### src/rtl/core/bmm_pkg.sv
// Shared types and constants for the banked memory mapper.
package bmm_pkg;

  localparam int CartEnableBitDef = 6;
  localparam int PageBitsDef      = 8;

  localparam int AddrW     = 16;
  localparam int DataW     = 8;
  localparam int MediaW    = 22;
  localparam int WorkAddrW = 13;
  localparam int BankAddrW = 15;
  localparam int OffW      = 14;
  localparam int CfgIdxW   = 2;

  localparam logic [CfgIdxW-1:0] CFG_ALT_MODE   = 2'd0;
  localparam logic [CfgIdxW-1:0] CFG_BANK_MASK  = 2'd1;
  localparam logic [CfgIdxW-1:0] CFG_MEDIA_CTRL = 2'd2;

  localparam logic [DataW-1:0] BANK_MASK_RST  = 8'hFF;
  localparam logic [DataW-1:0] MEDIA_CTRL_RST = 8'hBF;
  localparam logic [DataW-1:0] CART_OFF_DATA  = 8'hFF;

  localparam logic [AddrW-1:0] ADDR_SEL_CTRL = 16'hFFFC;
  localparam logic [AddrW-1:0] ADDR_PAGE0    = 16'hFFFD;
  localparam logic [AddrW-1:0] ADDR_PAGE1    = 16'hFFFE;
  localparam logic [AddrW-1:0] ADDR_PAGE2    = 16'hFFFF;
  localparam logic [AddrW-1:0] ADDR_ALT0     = 16'h0000;
  localparam logic [AddrW-1:0] ADDR_ALT1     = 16'h4000;
  localparam logic [AddrW-1:0] ADDR_ALT2     = 16'h8000;
  localparam logic [AddrW-1:0] FIXED_LIMIT   = 16'h0400;
  localparam logic [WorkAddrW-1:0] WORK_CTRL_BYTE = 13'h1FFC;

  typedef enum logic [0:0] {
    CMD_READ  = 1'b0,
    CMD_WRITE = 1'b1
  } cmd_t;

  typedef enum logic [1:0] {
    SEL_NONE  = 2'd0,
    SEL_BANK0 = 2'd1,
    SEL_BANK1 = 2'd2
  } ram_sel_t;

  typedef enum logic [1:0] {
    SRC_IMM  = 2'd0,
    SRC_WORK = 2'd1,
    SRC_BANK = 2'd2
  } rd_src_t;

  typedef struct packed {
    logic                 rd_en;
    logic                 work_we;
    logic                 bank_we;
    logic [WorkAddrW-1:0] work_addr;
    logic [BankAddrW-1:0] bank_addr;
    logic [DataW-1:0]     wdata;
  } mem_req_t;

  typedef struct packed {
    rd_src_t           src;
    logic [DataW-1:0]  imm_data;
    logic              from_media;
    logic [MediaW-1:0] media_address;
  } rsp_sel_t;

endpackage

### src/rtl/core/bmm_map.sv
// Config and paging registers, address decode and memory request forming.
module bmm_map import bmm_pkg::*; #(
  parameter int CART_ENABLE_BIT = CartEnableBitDef,
  parameter int PAGE_BITS       = PageBitsDef
) (
  input  logic               clk,
  input  logic               rst,
  input  logic               cfg_write_en,
  input  logic [CfgIdxW-1:0] cfg_index,
  input  logic [DataW-1:0]   cfg_data,
  input  logic               accept,
  input  logic               cmd,
  input  logic [AddrW-1:0]   address,
  input  logic [DataW-1:0]   write_data,
  output mem_req_t           mem_req,
  output rsp_sel_t           sel
);

  localparam logic [DataW-1:0] PageMask =
    (PAGE_BITS >= DataW) ? '1 : DataW'((1 << PAGE_BITS) - 1);

  logic             alt_mode;
  logic [DataW-1:0] bank_mask;
  logic [DataW-1:0] media_ctrl;
  logic [DataW-1:0] page_regs [3];
  ram_sel_t         ram_sel;
  logic             ctrl_bit3;

  logic [DataW-1:0] page;
  logic [OffW-1:0]  off;
  logic [1:0]       slot;
  logic             is_wr;
  logic             bank_hit;
  logic             cart_on;
  logic [MediaW-1:0] maddr;

  assign page     = write_data & bank_mask & PageMask;
  assign off      = address[OffW-1:0];
  assign slot     = address[AddrW-1:OffW];
  assign is_wr    = (cmd == CMD_WRITE);
  assign bank_hit = (slot == 2'd2) && (ram_sel != SEL_NONE);
  assign cart_on  = !media_ctrl[CART_ENABLE_BIT];

  always_ff @(posedge clk) begin
    if (rst) begin
      alt_mode   <= 1'b0;
      bank_mask  <= BANK_MASK_RST;
      media_ctrl <= MEDIA_CTRL_RST;
    end else if (cfg_write_en) begin
      case (cfg_index)
        CFG_ALT_MODE:   alt_mode   <= cfg_data[0];
        CFG_BANK_MASK:  bank_mask  <= cfg_data;
        CFG_MEDIA_CTRL: media_ctrl <= cfg_data;
        default: ;
      endcase
    end
  end

  // paging side effects of writes; ctrl_bit3 shadows bit 3 of work RAM byte 1FFC
  always_ff @(posedge clk) begin
    if (rst) begin
      page_regs[0] <= 8'd0;
      page_regs[1] <= 8'd1;
      page_regs[2] <= 8'd2;
      ram_sel      <= SEL_NONE;
      ctrl_bit3    <= 1'b0;
    end else if (accept && is_wr) begin
      if (!alt_mode) begin
        if (address == ADDR_SEL_CTRL) begin
          if (write_data[3]) begin
            ram_sel <= write_data[2] ? SEL_BANK1 : SEL_BANK0;
          end else begin
            ram_sel <= SEL_NONE;
          end
        end else if (address == ADDR_PAGE0) begin
          page_regs[0] <= page;
        end else if (address == ADDR_PAGE1) begin
          page_regs[1] <= page;
        end else if (address == ADDR_PAGE2 && !ctrl_bit3) begin
          page_regs[2] <= page;
        end
      end else begin
        if (address == ADDR_ALT0) begin
          page_regs[0] <= page;
        end else if (address == ADDR_ALT1) begin
          page_regs[1] <= page;
        end else if (address == ADDR_ALT2) begin
          page_regs[2] <= page;
        end
      end
      if (slot == 2'd3 && address[WorkAddrW-1:0] == WORK_CTRL_BYTE) begin
        ctrl_bit3 <= write_data[3];
      end
    end
  end

  always_comb begin
    mem_req.rd_en     = accept && !is_wr;
    mem_req.work_we   = accept && is_wr && (slot == 2'd3);
    mem_req.bank_we   = accept && is_wr && bank_hit;
    mem_req.work_addr = address[WorkAddrW-1:0];
    mem_req.bank_addr = {(ram_sel == SEL_BANK1), off};
    mem_req.wdata     = write_data;

    if (!alt_mode && address < FIXED_LIMIT) begin
      maddr = MediaW'(address);
    end else begin
      maddr = {page_regs[(slot == 2'd3) ? 2'd0 : slot], off};
    end

    sel.src           = SRC_IMM;
    sel.imm_data      = '0;
    sel.from_media    = 1'b0;
    sel.media_address = '0;
    if (!is_wr) begin
      if (slot == 2'd3) begin
        sel.src = SRC_WORK;
      end else if (bank_hit && !(!alt_mode && address < FIXED_LIMIT)) begin
        sel.src = SRC_BANK;
      end else if (cart_on) begin
        sel.from_media    = 1'b1;
        sel.media_address = maddr;
      end else begin
        sel.imm_data = CART_OFF_DATA;
      end
    end
  end

endmodule

### config.mk
export PLATFORM = sky130hd
export DESIGN_NAME = bmm_map
export DESIGN_NICKNAME = d
export VERILOG_FILES = /design/src/rtl/core/bmm_pkg.sv /design/src/rtl/core/bmm_map.sv
export SDC_FILE = /design/constraint.sdc
export NUM_CORES = 1
export LEC_CHECK = 0
export BUFFER_PORTS_ARGS = -buffer_cell sky130_fd_sc_hd__buf_2
export CORE_MARGIN = 5
export CORE_UTILIZATION = 30
export CTS_CLUSTER_SIZE = 14
export DETAILED_ROUTE_END_ITERATION = 10
export GPL_TIMING_DRIVEN = 1
export SETUP_SLACK_MARGIN = 0.3
export SLEW_MARGIN = 5
export SYNTH_ARGS = -nofsm -noshare
export SYNTH_HDL_FRONTEND = slang
export SYNTH_SLANG_ARGS = --single-unit
### constraint.sdc
create_clock -name clk -period 4.8 [get_ports clk]
set_clock_uncertainty 0.1 [all_clocks]
set_input_delay 0.96 -clock clk [delete_from_list [all_inputs] [get_ports clk]]
set_output_delay 0.96 -clock clk [all_outputs]
set_load 0.01 [all_outputs]
==> results.toml, run 1 <==
[clock_network]
cts-root-buf = "clkbuf_8"
htreeDepth = 2
postCtsSetupBuffers = 0
cts-resized-gates = 0
cts_max_path_buffers = 2
cts_buffers = 5
clkTransAtPathRegs_ns = 0.07
cts.sinks = 37
holdBufCountCts = 0
cts_tree = "built"
clk_latency_ns = 0.28

[routing]
topRoutingLayerUsed = "met4"
drc_errors = 0
vias = 1794
vias_per_cell = 4.49
met2_length_mm = 2.54
wirelength_mm = 5.36
ant_nets = 0
met3_length_um = 423
wl_met1_mm = 2.38
first_pass_iters = 4
wl_per_cell_um = 13.4
drt-initial-drc-count = 92

[timing]
setup_viol = 0
timing.fmax_ghz = 0.257
maxSlewViolCount = 0
finalWorstSetupSlack_ns = 0.913
hold_viol_final = 0
hold-worst-slack_ns = 0.368
period_minus_slack_ns = 3.89
relSlewSlack_pct = 39.2
fin_crit_sh_pct = 81.0
fin_setup_tns_ns = 0
rsz0062_at_grt = "false"
worst_pin_slew_ns = 0.912

[worst_setup_path]
critPathMaxStageDelay_ns = 0.53
arrival_ns = 2.83
crit_type = "in2out"
critPathSlowestCell = "nor3_2"
crit_buf_inv = 2
crit_path_start_kind = "input pin"
crit_family = "compound AO/OA/AOI/OAI gates"
required_ns = 3.74
cp-end-kind = "output port"
path_common_cell = "buf_2"
worstPathMaxFanout = 22
crit_path_cell_trace = "buf_2 -> o31a_1 -> nor3_2 -> o41ai_2 -> a211oi_1 -> buf_2"

[run]
drv_cap = 0

[global_route]
grt_max_degree = 30
antenna_found_initial = 0
grt_pass1_wl_mm = 8.91
grt_overflow = 0
grt_pass1_vias = 1778
grt.total_usage_pct = 11.4

[power]
total_power_mw = 0.732
ir_worst_vdd_mv = 0.123
p_per_area_nw_per_um2 = 271
leakage_nw = 1.29

[floorplan]
die_y_um = 96.7
rows = 31
coreArea_um2 = 7290
die_area_um2 = 9360
fp.dieW_um = 96.7
start_util_pct = 31.0
pin_count = 111

[place]
gp_congestion = 0.883
port_buffers = 110
pre_cts_ws_ns = 0.829
dp_hpwl_mm = 4.43

[yosys]
synth-edff-count = 24
syn_area_per_cell_um2 = 9.77
synthCells = 231
synth.distinct_cells = 38
synth_ff_type = "edfxtp_1"
seq_area_frac_synth_pct = 43.5
yosys_warnings = 0
async_flop_share_pct = 0
synth_area_um2 = 2260
syn_nets = 270
synth_seq_cells = 37

[cells_and_area]
layout_commonest_cell = "buf_2"
area_growth_pct = 19.7
antenna_cells = 0
layout-drive-gt1-share_pct = 41.2
final_cell_mix = "buf_2 (110), nand2_1 (27), edfxtp_1 (24)"
final_nets = 339

[hold_path]
hold_class = "reg2reg"

[outcome]
outcome = "completed"
[path summary, 6_finish.rpt]
path / startpoint / end / cells past startpoint / slack [ns]
min reg2reg: bank_mask[1]$_SDFFE_PP1P_ / bank_mask[1]$_SDFFE_PP1P_ / 2 / 0.37
max reg2reg: alt_mode$_SDFFE_PP0P_ / page_regs[0][6]$_DFFE_PP_ / 3 / 2.64
max: address[14] / sel[14] / 6 / 0.91
min: bank_mask[1]$_SDFFE_PP1P_ / bank_mask[1]$_SDFFE_PP1P_ / 2 / 0.37
[cell families after synthesis]
family / share of synthesized area [%]
muxes: 5.32
buffers and inverters: 16.1
DFF: 43.5
AOI/OAI and AO/OA: 9.53
and+or+nand+nor: 25.6
[sequential cells by signal (all words and copies together), names as in the netlist]
| name | flops |
|---|---|
| alt_mode | 1 |
| page_regs | 24 |
| media_ctrl | 1 |
| ram_sel | 2 |
| ctrl_bit3 | 1 |
| bank_mask | 8 |
[cell type report]
| class | instances | area (um^2) |
|---|---|---|
| clock inverters | 3 | 41.3 |
| inverters | 2 | 7.51 |
| clock buffers | 5 | 68.8 |
| repair buffers | 112 | 566 |
| multi-input cells | 142 | 913 |
| well taps | 99 | 124 |
| fillers | 776 | 4590 |
| flip-flops and latches | 37 | 981 |
[power breakdown]
group          switching (mW)  internal, mW
Combinational          0.0722        0.0507
Clock                   0.104         0.153
Sequential            0.00427         0.348
Total                   0.181         0.551
[metrics by stage]
stage / std cells / cell area, um^2 / util (%)
detailed placement: 392 / 2590 / 35.5
CTS: 400 / 2700 / 37.0
floorplan: 231 / 2260 / -
global route: 400 / 2700 / 37.0
global placement: 392 / 2590 / 35.5
finish: 400 / 2700 / 37.0
[metal layers]
layer  vias to the layer above  global-route usage [%]
met5                         -                       0
met4                         0                    2.27
met3                         3                    4.03
met2                        64                    18.4
met1                       799                    14.7
li1                        928                       -
[cell usage after synthesis (4+ instances only)]
library cell / count / area (um^2)
buf_4: 44 / 330
nand2_1: 27 / 101
edfxtp_1: 24 / 721
a211oi_1: 17 / 128
and2_1: 13 / 81.3
dfxtp_1: 13 / 260
mux2i_1: 12 / 120
nand3_1: 12 / 60.1
nor2b_1: 11 / 68.8
nor2_1: 9 / 33.8
and3_1: 7 / 43.8
clkbuf_1: 4 / 15.0
[worst register-to-register path, stage by stage, from the launching register on]
cell and delay, ns:
dfxtp_1 0.45, nor4b_1 0.36, nand4_1 0.15, o221ai_1 0.72
Power figures use the tool's default switching activity.
==> run 2: changes to the inputs <==
--- a/config.mk
+++ b/config.mk
@@ -5,6 +5,7 @@
 export SDC_FILE = /design/constraint.sdc
 export NUM_CORES = 1
 export LEC_CHECK = 0
+export ABC_AREA = 1
 export BUFFER_PORTS_ARGS = -buffer_cell sky130_fd_sc_hd__buf_2
 export CORE_MARGIN = 5
 export CORE_UTILIZATION = 30
==> constraint.sdc (replaced) <==
create_clock -name clk -period 3.5 [get_ports clk]
set_clock_uncertainty 0.1 [all_clocks]
set_input_delay 0.7 -clock clk [delete_from_list [all_inputs] [get_ports clk]]
set_output_delay 0.7 -clock clk [all_outputs]
set_load 0.01 [all_outputs]
==> run 2 against run 1 <==
Compared with the run above:
- hold slack worse by 0.0094 ns
- cell count increased by 22%
- first-iteration DRC count is 34% lower
- sequential share of layout area fell by 2.0 points
- clock-buffer cell count unchanged
- power grew 28%
- setup slack got worse by 0.12 ns
- global-route usage fell by 0.12 points
==> results.toml, run 2 <==
[outcome]
outcome = "completed"

[timing]
setup_viol = 0
maxSlewViolCount = 0
worst_pin_slew_ns = 0.521
fin_crit_sh_pct = 77.5
timing.fmax_ghz = 0.369
period_minus_slack_ns = 2.71
fin_setup_tns_ns = 0
rsz0062_at_grt = "false"
finalWorstSetupSlack_ns = 0.789
relSlewSlack_pct = 65.1
hold_viol_final = 0

[routing]
drt-initial-drc-count = 61
drc_errors = 0
vias_per_cell = 4.22
ant_nets = 0
vias = 2060
first_pass_iters = 4
wl_per_cell_um = 11.8
wirelength_mm = 5.74

[floorplan]
start_util_pct = 30.8
rows = 32
die_area_um2 = 9860
coreArea_um2 = 7770
pin_count = 111
fp.dieW_um = 99.3
die_y_um = 99.3

[cells_and_area]
area_growth_pct = 19.3
layout-drive-gt1-share_pct = 38.1
fin_util_pct = 36.8
antenna_cells = 0
largest_reg_flops = 24
final_nets = 425
reg_top3 = "page_regs: 24 flops, bank_mask: 8 flops, ram_sel: 2 flops"
layout_commonest_cell = "buf_2"
regMostFlops = "page_regs"
post-route-cell-area_um2 = 2860
final_cell_mix = "buf_2 (110), nand2_1 (64), nor2_1 (55)"

[clock_network]
cts-root-buf = "clkbuf_8"
holdBufCountCts = 0
cts-resized-gates = 0
cts.sinks = 37
cts_max_path_buffers = 2
clkTransAtPathRegs_ns = 0.06
cts_buffers = 5
htreeDepth = 2
clk_latency_ns = 0.28
cts_tree = "built"
postCtsSetupBuffers = 0

[worst_setup_path]
critPathMaxStageDelay_ns = 0.22
critPathSlowestCell = "nor4_4"
required_ns = 2.70
crit_path_cell_trace = "buf_2 -> inv_1 -> nor2_4 -> o21ai_2 -> inv_2 -> nor4_4 -> o31ai_2 -> buf_4 -> nor2_1 -> buf_2"
crit_type = "in2out"
cp-end-kind = "output port"
arrival_ns = 1.91
worstPathMaxFanout = 8
crit_buf_inv = 5
path_common_cell = "buf_2"
crit_path_start_kind = "input pin"
regToRegStartpoint = "alt_mode$_SDFFE_PP0P_"
crit_family = "buffers and inverters"
critPathLaunch = "address[15]"
ff2ff_setup_slack_ns = 1.69

[place]
dp_hpwl_mm = 4.74
dpl_cell_area_um2 = 2780
port_buffers = 110
gp_congestion = 0.794
pre_cts_ws_ns = 0.778

[yosys]
synth-edff-count = 24
synth_ff_type = "edfxtp_1"
async_flop_share_pct = 0
yosys-top-cells-area = "edfxtp_1 (30%), buf_4 (13%), dfxtp_1 (11%)"
syn_area_per_cell_um2 = 7.75
synthCells = 309
synth_top_area_share_pct = 30.1
post-synth-top-count-cell = "nand2_1"
synth_seq_cells = 37
synth.distinct_cells = 29
syn_nets = 348
synth_area_um2 = 2390
yosys_warnings = 0
synth.cells.most_frequent = "nand2_1 (64), nor2_1 (55), buf_4 (42), inv_1 (32), edfxtp_1 (24)"
yosysTopAreaCell = "edfxtp_1"
seq_area_frac_synth_pct = 41.0

[power]
ir_worst_vdd_mv = 0.155
p_per_area_nw_per_um2 = 328
leakage_nw = 1.41

[hold_path]
hold_class = "reg2reg"
min-delay-start = "bank_mask[5]$_SDFFE_PP1P_"

[global_route]
antenna_found_initial = 0
grt_max_degree = 18
grt_overflow = 0
grt_pass1_wl_mm = 9.08
grt.total_usage_pct = 11.3
grt_pass1_vias = 1947

[run]
drv_cap = 0
## run 2: report_power, final
part	total, mW	switching [mW]	leakage (nW)	internal (mW)
Combinational	0.183	0.113	1.03	0.0705
Clock	0.270	0.136	0.0377	0.133
Sequential	0.484	0.00681	0.348	0.478
Total	0.937	0.256	1.41	0.681
## run 2: logic make-up after synthesis
kind of cell	count (synthesis)	synth area share, %
AOI/OAI and AO/OA	31	7.48
buffers and inverters	80	19.4
DFF	37	41.0
and+or+nand+nor	161	32.1
## run 2: stage by stage
step / total power, mW / hold WS [ns] / instances
floorplan: 0.619 / 0.329 / 309
global placement: 0.679 / 0.341 / 481
detailed placement: 0.680 / 0.344 / 481
CTS: 0.949 / 0.363 / 488
global route: 0.988 / 0.387 / 488
finish: 0.937 / 0.359 / 488
## run 2: worst paths after layout
check / to / depth (start not counted)
max: sel[18] / 10
max reg2reg: page_regs[2][7]$_DFFE_PP_ / 6
min: bank_mask[5]$_SDFFE_PP1P_ / 2
min reg2reg: bank_mask[5]$_SDFFE_PP1P_ / 2
## run 2: routing by layer
layer / GRT usage (%) / part of all wire, % / vias up
li1: - / - / 1099
met1: 14.9 / 45 / 906
met2: 19.0 / 48 / 51
met3: 2.03 / 5.9 / 4
met4: 2.84 / 0.89 / 0
met5: 0 / 0 / -
## run 2: worst register-to-register path, cell delays in order (launching register included)
cell,delay (ns)
dfxtp_1,0.46
nand2_1,0.14
nor2_4,0.13
nand3_1,0.08
nor2_1,0.15
inv_1,0.07
nand3_1,0.33
## run 2: cell type report
class / count / area, um^2
inverters: 35 / 131
clock buffers: 5 / 68.8
repair buffers: 115 / 588
fillers: 839 / 4910
well taps: 102 / 128
clock inverters: 2 / 11.3
flip-flops and latches: 37 / 981
multi-input cells: 192 / 947
==> run 3: changes to the inputs <==
==> constraint.sdc (replaced) <==
create_clock -name clk -period 2.7 [get_ports clk]
set_clock_uncertainty 0.1 [all_clocks]
set_input_delay 0.54 -clock clk [delete_from_list [all_inputs] [get_ports clk]]
set_output_delay 0.54 -clock clk [all_outputs]
set_load 0.01 [all_outputs]
==> run 3 against run 2 <==
Compared with the run above:
- die area is the same
- non-clock buffer count grew 7
- wire length grew 1.5%
- register-to-register slack lost 1.0 ns
- global-route usage grew 0.42 points
- design area grew 4.9%
- sequential power grew 30%
- clock power grew 63%
- power grew 41%
- clock-buffer cell count grew 1
- setup slack lost 0.36 ns
- highest routed layer unchanged
==> results.toml, run 3 (synthesis gave the netlist of run 2 again) <==
[clock_network]
clk_latency_ns = 0.29
clkTransAtPathRegs_ns = 0.08
cts_buffers = 5
cts.sinks = 37
holdBufCountCts = 0
cts_max_path_buffers = 2
cts-root-buf = "clkbuf_8"
cts_tree = "built"
htreeDepth = 2

[power]
leakage_nw = 1.47
ir_worst_vdd_mv = 0.191
p_per_area_nw_per_um2 = 442

[timing]
timing.fmax_ghz = 0.441
maxSlewViolCount = 0
rsz0062_at_grt = "true"
setup_viol = 0
period_minus_slack_ns = 2.27
relSlewSlack_pct = 44.1
fin_crit_sh_pct = 84.1
hold_viol_final = 0
worst_pin_slew_ns = 0.835
fin_setup_tns_ns = 0

[global_route]
grt_pass1_vias = 1977
grt_overflow = 0
grt_max_degree = 18
antenna_found_initial = 0
grt.total_usage_pct = 11.7
grt_pass1_wl_mm = 9.45

[worst_setup_path]
arrival_ns = 1.63
required_ns = 2.06
crit_type = "in2out"
worstPathMaxFanout = 8
crit_path_start_kind = "input pin"
cp-end-kind = "output port"

[floorplan]
rows = 32
die_area_um2 = 9860
coreArea_um2 = 7770
die_y_um = 99.3
pin_count = 111
start_util_pct = 30.8
fp.dieW_um = 99.3

[routing]
drt-initial-drc-count = 95
ant_nets = 0
drc_errors = 0
wl_per_cell_um = 11.7
vias = 2113
first_pass_iters = 4
vias_per_cell = 4.26
wirelength_mm = 5.82

[cells_and_area]
area_growth_pct = 25.1
final_cell_mix = "buf_2 (108), nand2_1 (63), nor2_1 (55)"
antenna_cells = 0
regArea_um2 = 981
multiInputGateArea_um2 = 982
fin_util_pct = 38.5
regMostFlops = "page_regs"
largest_reg_flops = 24
layout_commonest_cell = "buf_2"
reg_top3 = "page_regs: 24 flops, bank_mask: 8 flops, ram_sel: 2 flops"
layout-drive-gt1-share_pct = 41.4
fillers = 834
final_cells = 496
final_nets = 432

[hold_path]
hold_class = "in2reg"

[run]
drv_cap = 0

[place]
port_buffers = 110
dp_cells = 482
dp_hpwl_mm = 4.78
gp_congestion = 0.747

[outcome]
outcome = "completed"
run 3: critical path, cell delays in order:
cell	delay, ns
buf_4	0.14
nand2_4	0.09
inv_2	0.06
nor4_4	0.33
o31ai_4	0.19
nor2_1	0.14
buf_2	0.13
run 3: final timing paths:
kind                             start                         to  slack, ns  depth (start not counted)
max                        address[15]                    sel[16]       0.43                          7
min                        cfg_data[7]  bank_mask[7]$_SDFFE_PP1P_       0.36                          3
max reg2reg      alt_mode$_SDFFE_PP0P_  page_regs[1][7]$_DFFE_PP_       0.69                          4
min reg2reg  bank_mask[1]$_SDFFE_PP1P_  bank_mask[1]$_SDFFE_PP1P_       0.36                          2
run 3: repair_timing:
action | in CTS | in global routing
endpoints found under the setup margin | 8 | 22
pin swaps | 2 | 5
buffers inserted | 2 | 4
hold endpoints to repair | 0 | 0
resized for setup | 3 | 15
run 3: final cells by class:
class / instances / share of cell area (%)
Multi-Input combinational cell: 192 / 32.8
Timing Repair Buffer: 122 / 21.8
Tap cell: 102 / 4.26
Clock inverter: 2 / 0.543
Inverter: 35 / 4.68
Sequential cell: 37 / 32.8
Clock buffer: 6 / 3.13
run 3: layer usage:
layer	global-route usage [%]	up-vias	wire, um	part of all wire, %
met5	0	-	0	0
met4	3.47	0	73	1.3
met3	2.31	6	295	5.1
met2	19.5	55	2790	48
met1	15.3	929	2660	46
li1	-	1123	-	-
run 3: stage by stage:
step | hold WS [ns] | power [mW] | worst slack, ns | cell area, um^2
3_3_place_gp | 0.339 | 0.881 | 0.262 | 2780
5_1_grt | 0.377 | 1.39 | 0.287 | 2990
4_1_cts | 0.357 | 1.32 | 0.307 | 2920
2_1_floorplan | 0.329 | 0.802 | 0.530 | 2390
6_report | 0.359 | 1.32 | 0.430 | 2990
3_5_place_dp | 0.344 | 0.884 | 0.227 | 2780
run 3: report_power, final:
part | total, mW | leakage [nW] | internal [mW] | switching [mW]
sequential | 0.628 | 0.348 | 0.619 | 0.00932
combinational | 0.254 | 1.07 | 0.101 | 0.153
clock | 0.441 | 0.0525 | 0.239 | 0.202
total | 1.32 | 1.47 | 0.959 | 0.364
